File: src/sv/ehc_pkg.sv
`timescale 1ns / 1ps
`default_nettype none

package ehc_pkg;

    localparam int MAX_FRAME_BYTES = 2048;
    localparam int OFF_W           = $clog2(MAX_FRAME_BYTES + 1);
    localparam int QUEUE_DEPTH     = 2;
    localparam int QPTR_W          = (QUEUE_DEPTH > 1) ? $clog2(QUEUE_DEPTH) : 1;
    localparam int QCNT_W          = $clog2(QUEUE_DEPTH + 1);
    localparam int CFG_IDX_W       = 3;
    localparam int CFG_DATA_W      = 16;
    localparam int MIN_FRAME_W     = 12;

    localparam logic [15:0] ETHERTYPE_ARP  = 16'h0806;
    localparam logic [15:0] ETHERTYPE_IPV4 = 16'h0800;
    localparam logic [7:0]  IPV4_VL_PLAIN  = 8'h45;
    localparam logic [7:0]  PROTO_ICMP     = 8'd1;
    localparam logic [7:0]  PROTO_IGMP     = 8'd2;
    localparam logic [7:0]  PROTO_TCP      = 8'd6;
    localparam logic [7:0]  PROTO_UDP      = 8'd17;
    localparam logic [7:0]  ICMP_ECHO_REQ  = 8'd8;
    localparam logic [7:0]  ICMP_ECHO_REP  = 8'd0;
    localparam logic [7:0]  ICMP_CODE_NONE = 8'd0;

    localparam logic [MIN_FRAME_W-1:0] RST_MIN_FRAME = 12'd42;
    localparam logic [15:0] RST_HTTP_PORT     = 16'd80;
    localparam logic [15:0] RST_FTP_CTRL_PORT = 16'd21;
    localparam logic [15:0] RST_FTP_DATA_PORT = 16'd20;
    localparam logic [15:0] RST_SSH_PORT      = 16'd22;

    typedef enum logic [CFG_IDX_W-1:0] {
        CFG_MIN_FRAME     = 3'd0,
        CFG_HTTP_PORT     = 3'd1,
        CFG_FTP_CTRL_PORT = 3'd2,
        CFG_FTP_DATA_PORT = 3'd3,
        CFG_SSH_PORT      = 3'd4
    } cfg_idx_t;

    typedef enum logic [3:0] {
        CLASS_SHORT     = 4'd0,
        CLASS_ARP       = 4'd1,
        CLASS_TCP       = 4'd2,
        CLASS_UDP       = 4'd3,
        CLASS_ICMP      = 4'd4,
        CLASS_IGMP      = 4'd5,
        CLASS_OTHER_IP  = 4'd6,
        CLASS_IP_NOT_45 = 4'd7,
        CLASS_OTHER_ETH = 4'd8
    } frame_class_t;

    typedef enum logic [2:0] {
        APP_NONE       = 3'd0,
        APP_HTTP       = 3'd1,
        APP_FTP_CTRL   = 3'd2,
        APP_FTP_DATA   = 3'd3,
        APP_SSH        = 3'd4,
        APP_ECHO_REQ   = 3'd5,
        APP_ECHO_REP   = 3'd6,
        APP_OTHER_ICMP = 3'd7
    } app_kind_t;

    typedef struct packed {
        logic [7:0] frame_byte;
        logic       last_byte;
    } in_t;

    typedef struct packed {
        logic [3:0]  frame_class;
        logic [47:0] dest_mac;
        logic [47:0] source_mac;
        logic [31:0] source_ip;
        logic [31:0] dest_ip;
        logic [15:0] source_port;
        logic [15:0] dest_port;
        logic [2:0]  app_kind;
        logic [7:0]  ip_protocol;
        logic [7:0]  type_byte;
        logic [7:0]  code_byte;
        logic [31:0] group_ip;
    } out_t;

    typedef struct packed {
        logic [OFF_W-1:0] len;
        logic [47:0]      dest_mac;
        logic [47:0]      source_mac;
        logic [15:0]      ethertype;
        logic [7:0]       version_length;
        logic [7:0]       protocol;
        logic [31:0]      source_addr;
        logic [31:0]      dest_addr;
        logic [63:0]      l4_word;
    } rec_t;

    typedef struct packed {
        logic [MIN_FRAME_W-1:0] min_frame_bytes;
        logic [15:0]            http_port;
        logic [15:0]            ftp_control_port;
        logic [15:0]            ftp_data_port;
        logic [15:0]            ssh_port;
    } cfg_t;

endpackage

`default_nettype wire

File: src/sv/ethernet_ip_header_classifier.sv
// ethernet / ipv4 header classifier
// s_ channel: one frame byte per request, s_data.last_byte marks the end of a frame.
// m_ channel: one request per frame, the class, captured header fields and
//   application kind of that frame.
// cfg_ port: plain write of the frame length threshold and the four tcp ports;
//   the user must write only while no frame is in flight; the block does not enforce it.
// throughput: one byte per cycle while s_ready is high, set by the front capture
//   stage; a one-byte frame can follow another, so with m_ready high up to one
//   result per cycle. a frame's header is queued with its last byte and is
//   classified into the output register when popped, once that register is free.
// a two-entry queue of captured headers separates the byte capture from the
//   classifying back end; when the receiver stalls the output register holds,
//   the queue fills and s_ready drops once both queue entries hold headers.
// reset clears the byte offset, all captured fields, the queue and m_valid,
//   and loads the default threshold and ports.
`timescale 1ns / 1ps
`default_nettype none

module ethernet_ip_header_classifier
    import ehc_pkg::*;
(
    input  wire logic                  aclk,
    input  wire logic                  aresetn,
    input  wire in_t                   s_data,
    input  wire logic                  s_valid,
    output logic                       s_ready,
    output out_t                       m_data,
    output logic                       m_valid,
    input  wire logic                  m_ready,
    input  wire logic                  cfg_wr_en,
    input  wire logic [CFG_IDX_W-1:0]  cfg_index,
    input  wire logic [CFG_DATA_W-1:0] cfg_wdata
);

    cfg_t cfg_reg;
    rec_t front_rec;
    rec_t q_rec;
    logic push;
    logic q_full;
    logic q_valid;
    logic q_pop;
    logic in_fire;

    assign s_ready = !q_full;
    assign in_fire = s_valid && s_ready;

    always_ff @(posedge aclk) begin
        if (!aresetn) begin
            cfg_reg.min_frame_bytes  <= RST_MIN_FRAME;
            cfg_reg.http_port        <= RST_HTTP_PORT;
            cfg_reg.ftp_control_port <= RST_FTP_CTRL_PORT;
            cfg_reg.ftp_data_port    <= RST_FTP_DATA_PORT;
            cfg_reg.ssh_port         <= RST_SSH_PORT;
        end else if (cfg_wr_en) begin
            case (cfg_index)
                CFG_MIN_FRAME:     cfg_reg.min_frame_bytes  <= cfg_wdata[MIN_FRAME_W-1:0];
                CFG_HTTP_PORT:     cfg_reg.http_port        <= cfg_wdata;
                CFG_FTP_CTRL_PORT: cfg_reg.ftp_control_port <= cfg_wdata;
                CFG_FTP_DATA_PORT: cfg_reg.ftp_data_port    <= cfg_wdata;
                CFG_SSH_PORT:      cfg_reg.ssh_port         <= cfg_wdata;
                default: begin
                end
            endcase
        end
    end

    ehc_front u_front (
        .aclk    (aclk),
        .aresetn (aresetn),
        .in_data (s_data),
        .in_fire (in_fire),
        .rec     (front_rec),
        .push    (push)
    );

    ehc_queue u_queue (
        .aclk     (aclk),
        .aresetn  (aresetn),
        .wr_data  (front_rec),
        .wr_en    (push),
        .full     (q_full),
        .rd_data  (q_rec),
        .rd_valid (q_valid),
        .rd_en    (q_pop)
    );

    ehc_back u_back (
        .aclk      (aclk),
        .aresetn   (aresetn),
        .cfg       (cfg_reg),
        .rec       (q_rec),
        .rec_valid (q_valid),
        .rec_pop   (q_pop),
        .m_data    (m_data),
        .m_valid   (m_valid),
        .m_ready   (m_ready)
    );

endmodule

`default_nettype wire

File: src/sv/ehc_front.sv
`timescale 1ns / 1ps
`default_nettype none

module ehc_front
    import ehc_pkg::*;
(
    input  wire logic aclk,
    input  wire logic aresetn,
    input  wire in_t  in_data,
    input  wire logic in_fire,
    output rec_t      rec,
    output logic      push
);

    rec_t             cap_reg;
    rec_t             cap_next;
    logic [OFF_W-1:0] off;
    logic             arp;
    logic [7:0]       b;

    assign off = cap_reg.len;
    assign b   = in_data.frame_byte;
    assign arp = (cap_reg.ethertype == ETHERTYPE_ARP);

    always_comb begin
        cap_next = cap_reg;
        if (off < OFF_W'(MAX_FRAME_BYTES)) begin
            cap_next.len = off + OFF_W'(1);
            if (off < OFF_W'(6)) begin
                cap_next.dest_mac = {cap_reg.dest_mac[39:0], b};
            end else if (off < OFF_W'(12)) begin
                cap_next.source_mac = {cap_reg.source_mac[39:0], b};
            end else if (off < OFF_W'(14)) begin
                cap_next.ethertype = {cap_reg.ethertype[7:0], b};
            end else if (off == OFF_W'(14)) begin
                cap_next.version_length = b;
            end else if (off == OFF_W'(23)) begin
                cap_next.protocol = b;
            end
            if (arp) begin
                if (off >= OFF_W'(28) && off < OFF_W'(32)) begin
                    cap_next.source_addr = {cap_reg.source_addr[23:0], b};
                end
                if (off >= OFF_W'(38) && off < OFF_W'(42)) begin
                    cap_next.dest_addr = {cap_reg.dest_addr[23:0], b};
                end
            end else begin
                if (off >= OFF_W'(26) && off < OFF_W'(30)) begin
                    cap_next.source_addr = {cap_reg.source_addr[23:0], b};
                end
                if (off >= OFF_W'(30) && off < OFF_W'(34)) begin
                    cap_next.dest_addr = {cap_reg.dest_addr[23:0], b};
                end
            end
            if (off >= OFF_W'(34) && off < OFF_W'(42)) begin
                cap_next.l4_word = {cap_reg.l4_word[55:0], b};
            end
        end
    end

    assign rec  = cap_next;
    assign push = in_fire && in_data.last_byte;

    always_ff @(posedge aclk) begin
        if (!aresetn) begin
            cap_reg <= '0;
        end else if (in_fire) begin
            if (in_data.last_byte) begin
                cap_reg <= '0;
            end else begin
                cap_reg <= cap_next;
            end
        end
    end

endmodule

`default_nettype wire

File: src/sv/ehc_queue.sv
`timescale 1ns / 1ps
`default_nettype none

module ehc_queue
    import ehc_pkg::*;
(
    input  wire logic aclk,
    input  wire logic aresetn,
    input  wire rec_t wr_data,
    input  wire logic wr_en,
    output logic      full,
    output rec_t      rd_data,
    output logic      rd_valid,
    input  wire logic rd_en
);

    rec_t              mem [QUEUE_DEPTH];
    logic [QPTR_W-1:0] wr_ptr_reg;
    logic [QPTR_W-1:0] rd_ptr_reg;
    logic [QCNT_W-1:0] count_reg;
    logic              do_wr;
    logic              do_rd;

    assign full     = (count_reg == QCNT_W'(QUEUE_DEPTH));
    assign rd_valid = (count_reg != '0);
    assign rd_data  = mem[rd_ptr_reg];
    assign do_wr    = wr_en && !full;
    assign do_rd    = rd_en && rd_valid;

    always_ff @(posedge aclk) begin
        if (do_wr) begin
            mem[wr_ptr_reg] <= wr_data;
        end
    end

    always_ff @(posedge aclk) begin
        if (!aresetn) begin
            wr_ptr_reg <= '0;
            rd_ptr_reg <= '0;
            count_reg  <= '0;
        end else begin
            if (do_wr) begin
                wr_ptr_reg <= (wr_ptr_reg == QPTR_W'(QUEUE_DEPTH - 1)) ? '0
                                                                      : wr_ptr_reg + 1'b1;
            end
            if (do_rd) begin
                rd_ptr_reg <= (rd_ptr_reg == QPTR_W'(QUEUE_DEPTH - 1)) ? '0
                                                                      : rd_ptr_reg + 1'b1;
            end
            if (do_wr && !do_rd) begin
                count_reg <= count_reg + 1'b1;
            end else if (do_rd && !do_wr) begin
                count_reg <= count_reg - 1'b1;
            end
        end
    end

endmodule

`default_nettype wire

File: src/sv/ehc_back.sv
`timescale 1ns / 1ps
`default_nettype none

module ehc_back
    import ehc_pkg::*;
(
    input  wire logic aclk,
    input  wire logic aresetn,
    input  wire cfg_t cfg,
    input  wire rec_t rec,
    input  wire logic rec_valid,
    output logic      rec_pop,
    output out_t      m_data,
    output logic      m_valid,
    input  wire logic m_ready
);

    out_t        res;
    out_t        data_reg;
    logic        valid_reg;
    logic [15:0] sp;
    logic [15:0] dp;
    logic [7:0]  t;
    logic [7:0]  c;

    assign sp = rec.l4_word[63:48];
    assign dp = rec.l4_word[47:32];
    assign t  = rec.l4_word[63:56];
    assign c  = rec.l4_word[55:48];

    always_comb begin
        res            = '0;
        res.dest_mac   = rec.dest_mac;
        res.source_mac = rec.source_mac;
        if (rec.len < cfg.min_frame_bytes) begin
            res.frame_class = CLASS_SHORT;
        end else if (rec.ethertype == ETHERTYPE_ARP) begin
            res.frame_class = CLASS_ARP;
            res.source_ip   = rec.source_addr;
            res.dest_ip     = rec.dest_addr;
        end else if (rec.ethertype == ETHERTYPE_IPV4) begin
            if (rec.version_length != IPV4_VL_PLAIN) begin
                res.frame_class = CLASS_IP_NOT_45;
            end else begin
                res.source_ip   = rec.source_addr;
                res.dest_ip     = rec.dest_addr;
                res.ip_protocol = rec.protocol;
                case (rec.protocol)
                    PROTO_TCP: begin
                        res.frame_class = CLASS_TCP;
                        res.source_port = sp;
                        res.dest_port   = dp;
                        if (sp == cfg.http_port || dp == cfg.http_port) begin
                            res.app_kind = APP_HTTP;
                        end else if (sp == cfg.ftp_control_port
                                     || dp == cfg.ftp_control_port) begin
                            res.app_kind = APP_FTP_CTRL;
                        end else if (sp == cfg.ftp_data_port || dp == cfg.ftp_data_port) begin
                            res.app_kind = APP_FTP_DATA;
                        end else if (sp == cfg.ssh_port || dp == cfg.ssh_port) begin
                            res.app_kind = APP_SSH;
                        end
                    end
                    PROTO_UDP: begin
                        res.frame_class = CLASS_UDP;
                        res.source_port = sp;
                        res.dest_port   = dp;
                    end
                    PROTO_ICMP: begin
                        res.frame_class = CLASS_ICMP;
                        res.type_byte   = t;
                        res.code_byte   = c;
                        if (t == ICMP_ECHO_REQ && c == ICMP_CODE_NONE) begin
                            res.app_kind = APP_ECHO_REQ;
                        end else if (t == ICMP_ECHO_REP && c == ICMP_CODE_NONE) begin
                            res.app_kind = APP_ECHO_REP;
                        end else begin
                            res.app_kind = APP_OTHER_ICMP;
                        end
                    end
                    PROTO_IGMP: begin
                        res.frame_class = CLASS_IGMP;
                        res.type_byte   = t;
                        res.group_ip    = rec.l4_word[31:0];
                    end
                    default: begin
                        res.frame_class = CLASS_OTHER_IP;
                    end
                endcase
            end
        end else begin
            res.frame_class = CLASS_OTHER_ETH;
        end
    end

    assign rec_pop = rec_valid && (!valid_reg || m_ready);
    assign m_data  = data_reg;
    assign m_valid = valid_reg;

    always_ff @(posedge aclk) begin
        if (rec_pop) begin
            data_reg <= res;
        end
    end

    always_ff @(posedge aclk) begin
        if (!aresetn) begin
            valid_reg <= 1'b0;
        end else if (rec_pop) begin
            valid_reg <= 1'b1;
        end else if (m_ready) begin
            valid_reg <= 1'b0;
        end
    end

endmodule

`default_nettype wire
File: config.mk
export PLATFORM = sky130hd
export DESIGN_NAME = ethernet_ip_header_classifier
export DESIGN_NICKNAME = d
export VERILOG_FILES = /design/src/sv/ehc_pkg.sv /design/src/sv/ethernet_ip_header_classifier.sv /design/src/sv/ehc_front.sv /design/src/sv/ehc_queue.sv /design/src/sv/ehc_back.sv
export SDC_FILE = /design/constraint.sdc
export NUM_CORES = 2
export LEC_CHECK = 0
export BUFFER_PORTS_ARGS = -buffer_cell sky130_fd_sc_hd__buf_4
export CAP_MARGIN = 15
export CORE_UTILIZATION = 32
export DETAILED_ROUTE_END_ITERATION = 12
export PLACE_DENSITY_LB_ADDON = 0.05
export SYNTH_ARGS = -nofsm -noshare
export SYNTH_HDL_FRONTEND = slang
export SYNTH_HIERARCHICAL = 1
export SYNTH_SLANG_ARGS = --single-unit
File: constraint.sdc
create_clock -name aclk -period 32.8 [get_ports aclk]
set_input_delay 0 -clock aclk [delete_from_list [all_inputs] [get_ports aclk]]
set_output_delay 0 -clock aclk [all_outputs]
set_load 0.01 [all_outputs]
==> flow_metrics.tcl <==
set metrics [dict create \
    status "finished, violations left" \
    violations "DRC" \
    rsz0062_at_grt "no" \
    syn-num-nets 3076 \
    cts_buffer_depth 3 \
    fin_cells 5345 \
    met1_length_mm 52.84 \
    dp.cells 5052 \
    place.gp.congestion 0.7907 \
    die_y_um 383.5 \
    initial_core_util 0.3234 \
    postRouteAntennaNets 0 \
    core_mm2 0.1440 \
    htreeDepth 4 \
    critical_path.top_delay_family "buffers and inverters" \
    cp-end-kind "flip-flop" \
    synth-seq-cells 1141 \
    fin_crit_sh 0.1709 \
    seqCellArea_mm2 0.03076 \
    critPathMaxFanout 58 \
    wirelength_mm 118.1 \
    crit_top_cell "buf_4" \
    root_buffer "clkbuf_16" \
    grt_usage 0.1587 \
    fmax_mhz 178.4 \
    top_layer_used "met5" \
    wl_met2_mm 57.87 \
    grt_pass1_wl_mm 175.7 \
    routed-wl-met3_mm 4.544 \
    grt_overflow 0 \
    hold_viol 0 \
    antenna_found_initial 3 \
    finalSetupTns_ns 0 \
    drv_slew 0 \
    synthFlopType "edfxtp_1" \
    arrival_ns 6.05 \
    p_total_w 0.004316 \
    maxCapViolations 0 \
    hold_ws_ns 0.06831 \
    multi_input_area_mm2 0.01449 \
    required_ns 33.24 \
    postCtsSetupRepairBufs 0 \
    post-route-min-period_ns 5.605 \
    via_per_inst 4.791 \
    drc_errors 42 \
    synthArstFlopShare 0 \
    setup_violations 0 \
    max-slew-margin-rel 0.2405 \
    synth_edf_count 791 \
    largest_register_ffs 536 \
    crit_type "flip-flop to flip-flop" \
    critPathBufInv 3 \
    cts_tree "yes" \
    synth.avg_cell_area_um2 15.38 \
    row_count 139 \
    syn_area_mm2 0.04656 \
    portBuffers 289 \
    ir_drop_v 0.00004175 \
    cts.sinks 1141 \
    place_hpwl_mm 74.43 \
    wl_per_cell_um 22.10 \
    area_delta_synth_final_pct 18.54 \
    cts_hold_buf 43 \
    fin_nets 3376 \
    p_per_area_mw_per_mm2 78.20 \
    clock_latency_ns 0.74 \
    cts.clk_slew.worst_paths_ns 0.06 \
    crit_path_cell_trace "buf_4 > buf_4 > mux2_2 > ha_1 > a21o_1 > a21o_1 > a221oi_1 > o21ai_1 > buf_4 > nand2_2 > o31ai_1" \
    syn-instance-count 3028 \
    worst_path_largest_cell_delay_ns 0.92 \
    tightest_slew_ns 1.139 \
    fillers 13480 \
    grt_max_degree 152 \
    io_pins 290 \
    synth_cell_types 74 \
    die_area_mm2 0.1470 \
    setup_ws_ns 27.20 \
    vias 25610 \
    drt_iter0_markers 1306 \
    grt_pass1_vias 26840 \
    slowest_stage "buf_4" \
    p_leak_nw 20.35 \
    yosysWarnings 6 \
    drive_above_1_share 0.3063 \
    pre_cts_ws_ns 27.01 \
    cts_resized 0 \
    fin_worst_skew_ns 0.02352 \
    start_kind "flip-flop" \
    hp-class "input pin to flip-flop" \
    ys_seq_area_frac 0.6606 \
    die_x_um 383.5 \
    dr.pass1.iters 9 \
    numCtsBuffers 134 \
]
[tightest hold or removal path: stages]
cell       delay, ns
buf_4           0.12
nor2b_2         0.14
buf_4           0.23
a2bb2oi_1       0.18
nor2_1          0.07
[per-layer routing]
metal | vias to the layer above | GRT usage
met3 | 186 | 0.02886
met1 | 12930 | 0.2063
met4 | 4 | 0.04877
li1 | 11990 | -
met2 | 504 | 0.2672
met5 | - | 0
[path summary, 6_finish.rpt]
| kind | startpoint | depth (start not counted) | to | slack [ns] |
|---|---|---|---|---|
| setup / recovery | flip-flop | 11 | u_back/m_data[58] | 27.20 |
| hold / removal | s_valid | 5 | u_front/off[1] | 0.07 |
| setup reg to reg | flip-flop | 11 | u_back/m_data[58] | 27.20 |
| hold reg to reg | cfg_reg[71] | 2 | cfg_reg[71] | 0.47 |
[cells by family after synthesis]
| kind of cell | synth area share |
|---|---|
| multiplexers | 0.1591 |
| buffers and inverters | 0.03055 |
| adder cells (fa/ha/maj) | 0.004031 |
| AO/OA/AOI/OAI | 0.05495 |
| XOR/XNOR | 0.02652 |
| flip-flops | 0.6606 |
| AND/OR/NAND/NOR | 0.06425 |
[area by class of cell]
type | count | area share
Clock buffer | 194 | 0.07025
Timing Repair Buffer | 377 | 0.05382
Antenna cell | 1 | 0.00004534
Inverter | 63 | 0.004284
Multi-Input combinational cell | 1611 | 0.2626
Clock inverter | 55 | 0.008524
Sequential cell | 1141 | 0.5574
Tap cell | 1903 | 0.04314
[cell usage in the layout, fill, tap and decap left out, drive strengths merged, types with 55 or more instances in the layout]
master	n
mux2i	109
nand2	120
nor2	78
xnor2	74
a22o	156
inv	69
and2	76
edfxtp	791
clkbuf	194
dfxtp	350
xor2	67
buf	334
nand3	55
mux2	494
[power by group]
part	leakage (nW)	internal [W]	switching, W	total [W]
sequential	10.1	0.00183	0.0000896	0.00192
combinational	8.07	0.000398	0.000534	0.000932
clock	2.14	0.000870	0.000591	0.00146
total	20.4	0.00310	0.00122	0.00432
[stage by stage]
step	utilization	cell area (um^2)
finish	0.3833	55190
global route	0.3833	55190
CTS	0.3833	55190
detailed placement	0.3501	50410
global placement	0.3499	50390
floorplan	-	46560
[Yosys cell counts, types with 6 or more instances]
cell	instances	area, um^2
buf_2	45	225.2
o22ai_1	50	312.8
nand4_1	29	181.4
mux2_2	284	3198
xor2_1	67	586.8
dfxtp_1	350	7007
nor2b_1	38	237.7
o21a_1	9	67.56
nor2_1	78	292.8
nand3_1	55	275.3
clkbuf_1	106	397.9
o21ai_1	6	30.03
buf_6	37	416.7
a22o_1	156	1366
and3_1	50	312.8
and2_1	74	462.9
buf_1	11	41.29
nand2_1	117	439.2
ha_1	15	187.7
xnor2_1	74	648.1
buf_4	14	105.1
o21ai_0	17	85.08
inv_1	63	236.5
a32oi_1	8	70.07
nor4_1	26	162.7
mux2_4	201	3018
a21oi_1	17	85.08
mux2_1	9	101.4
edfxtp_1	791	23750
nand2b_1	9	56.30
mux2i_1	109	1091
a32o_1	32	320.3
Note: power is estimated with default switching activity, not from simulation.
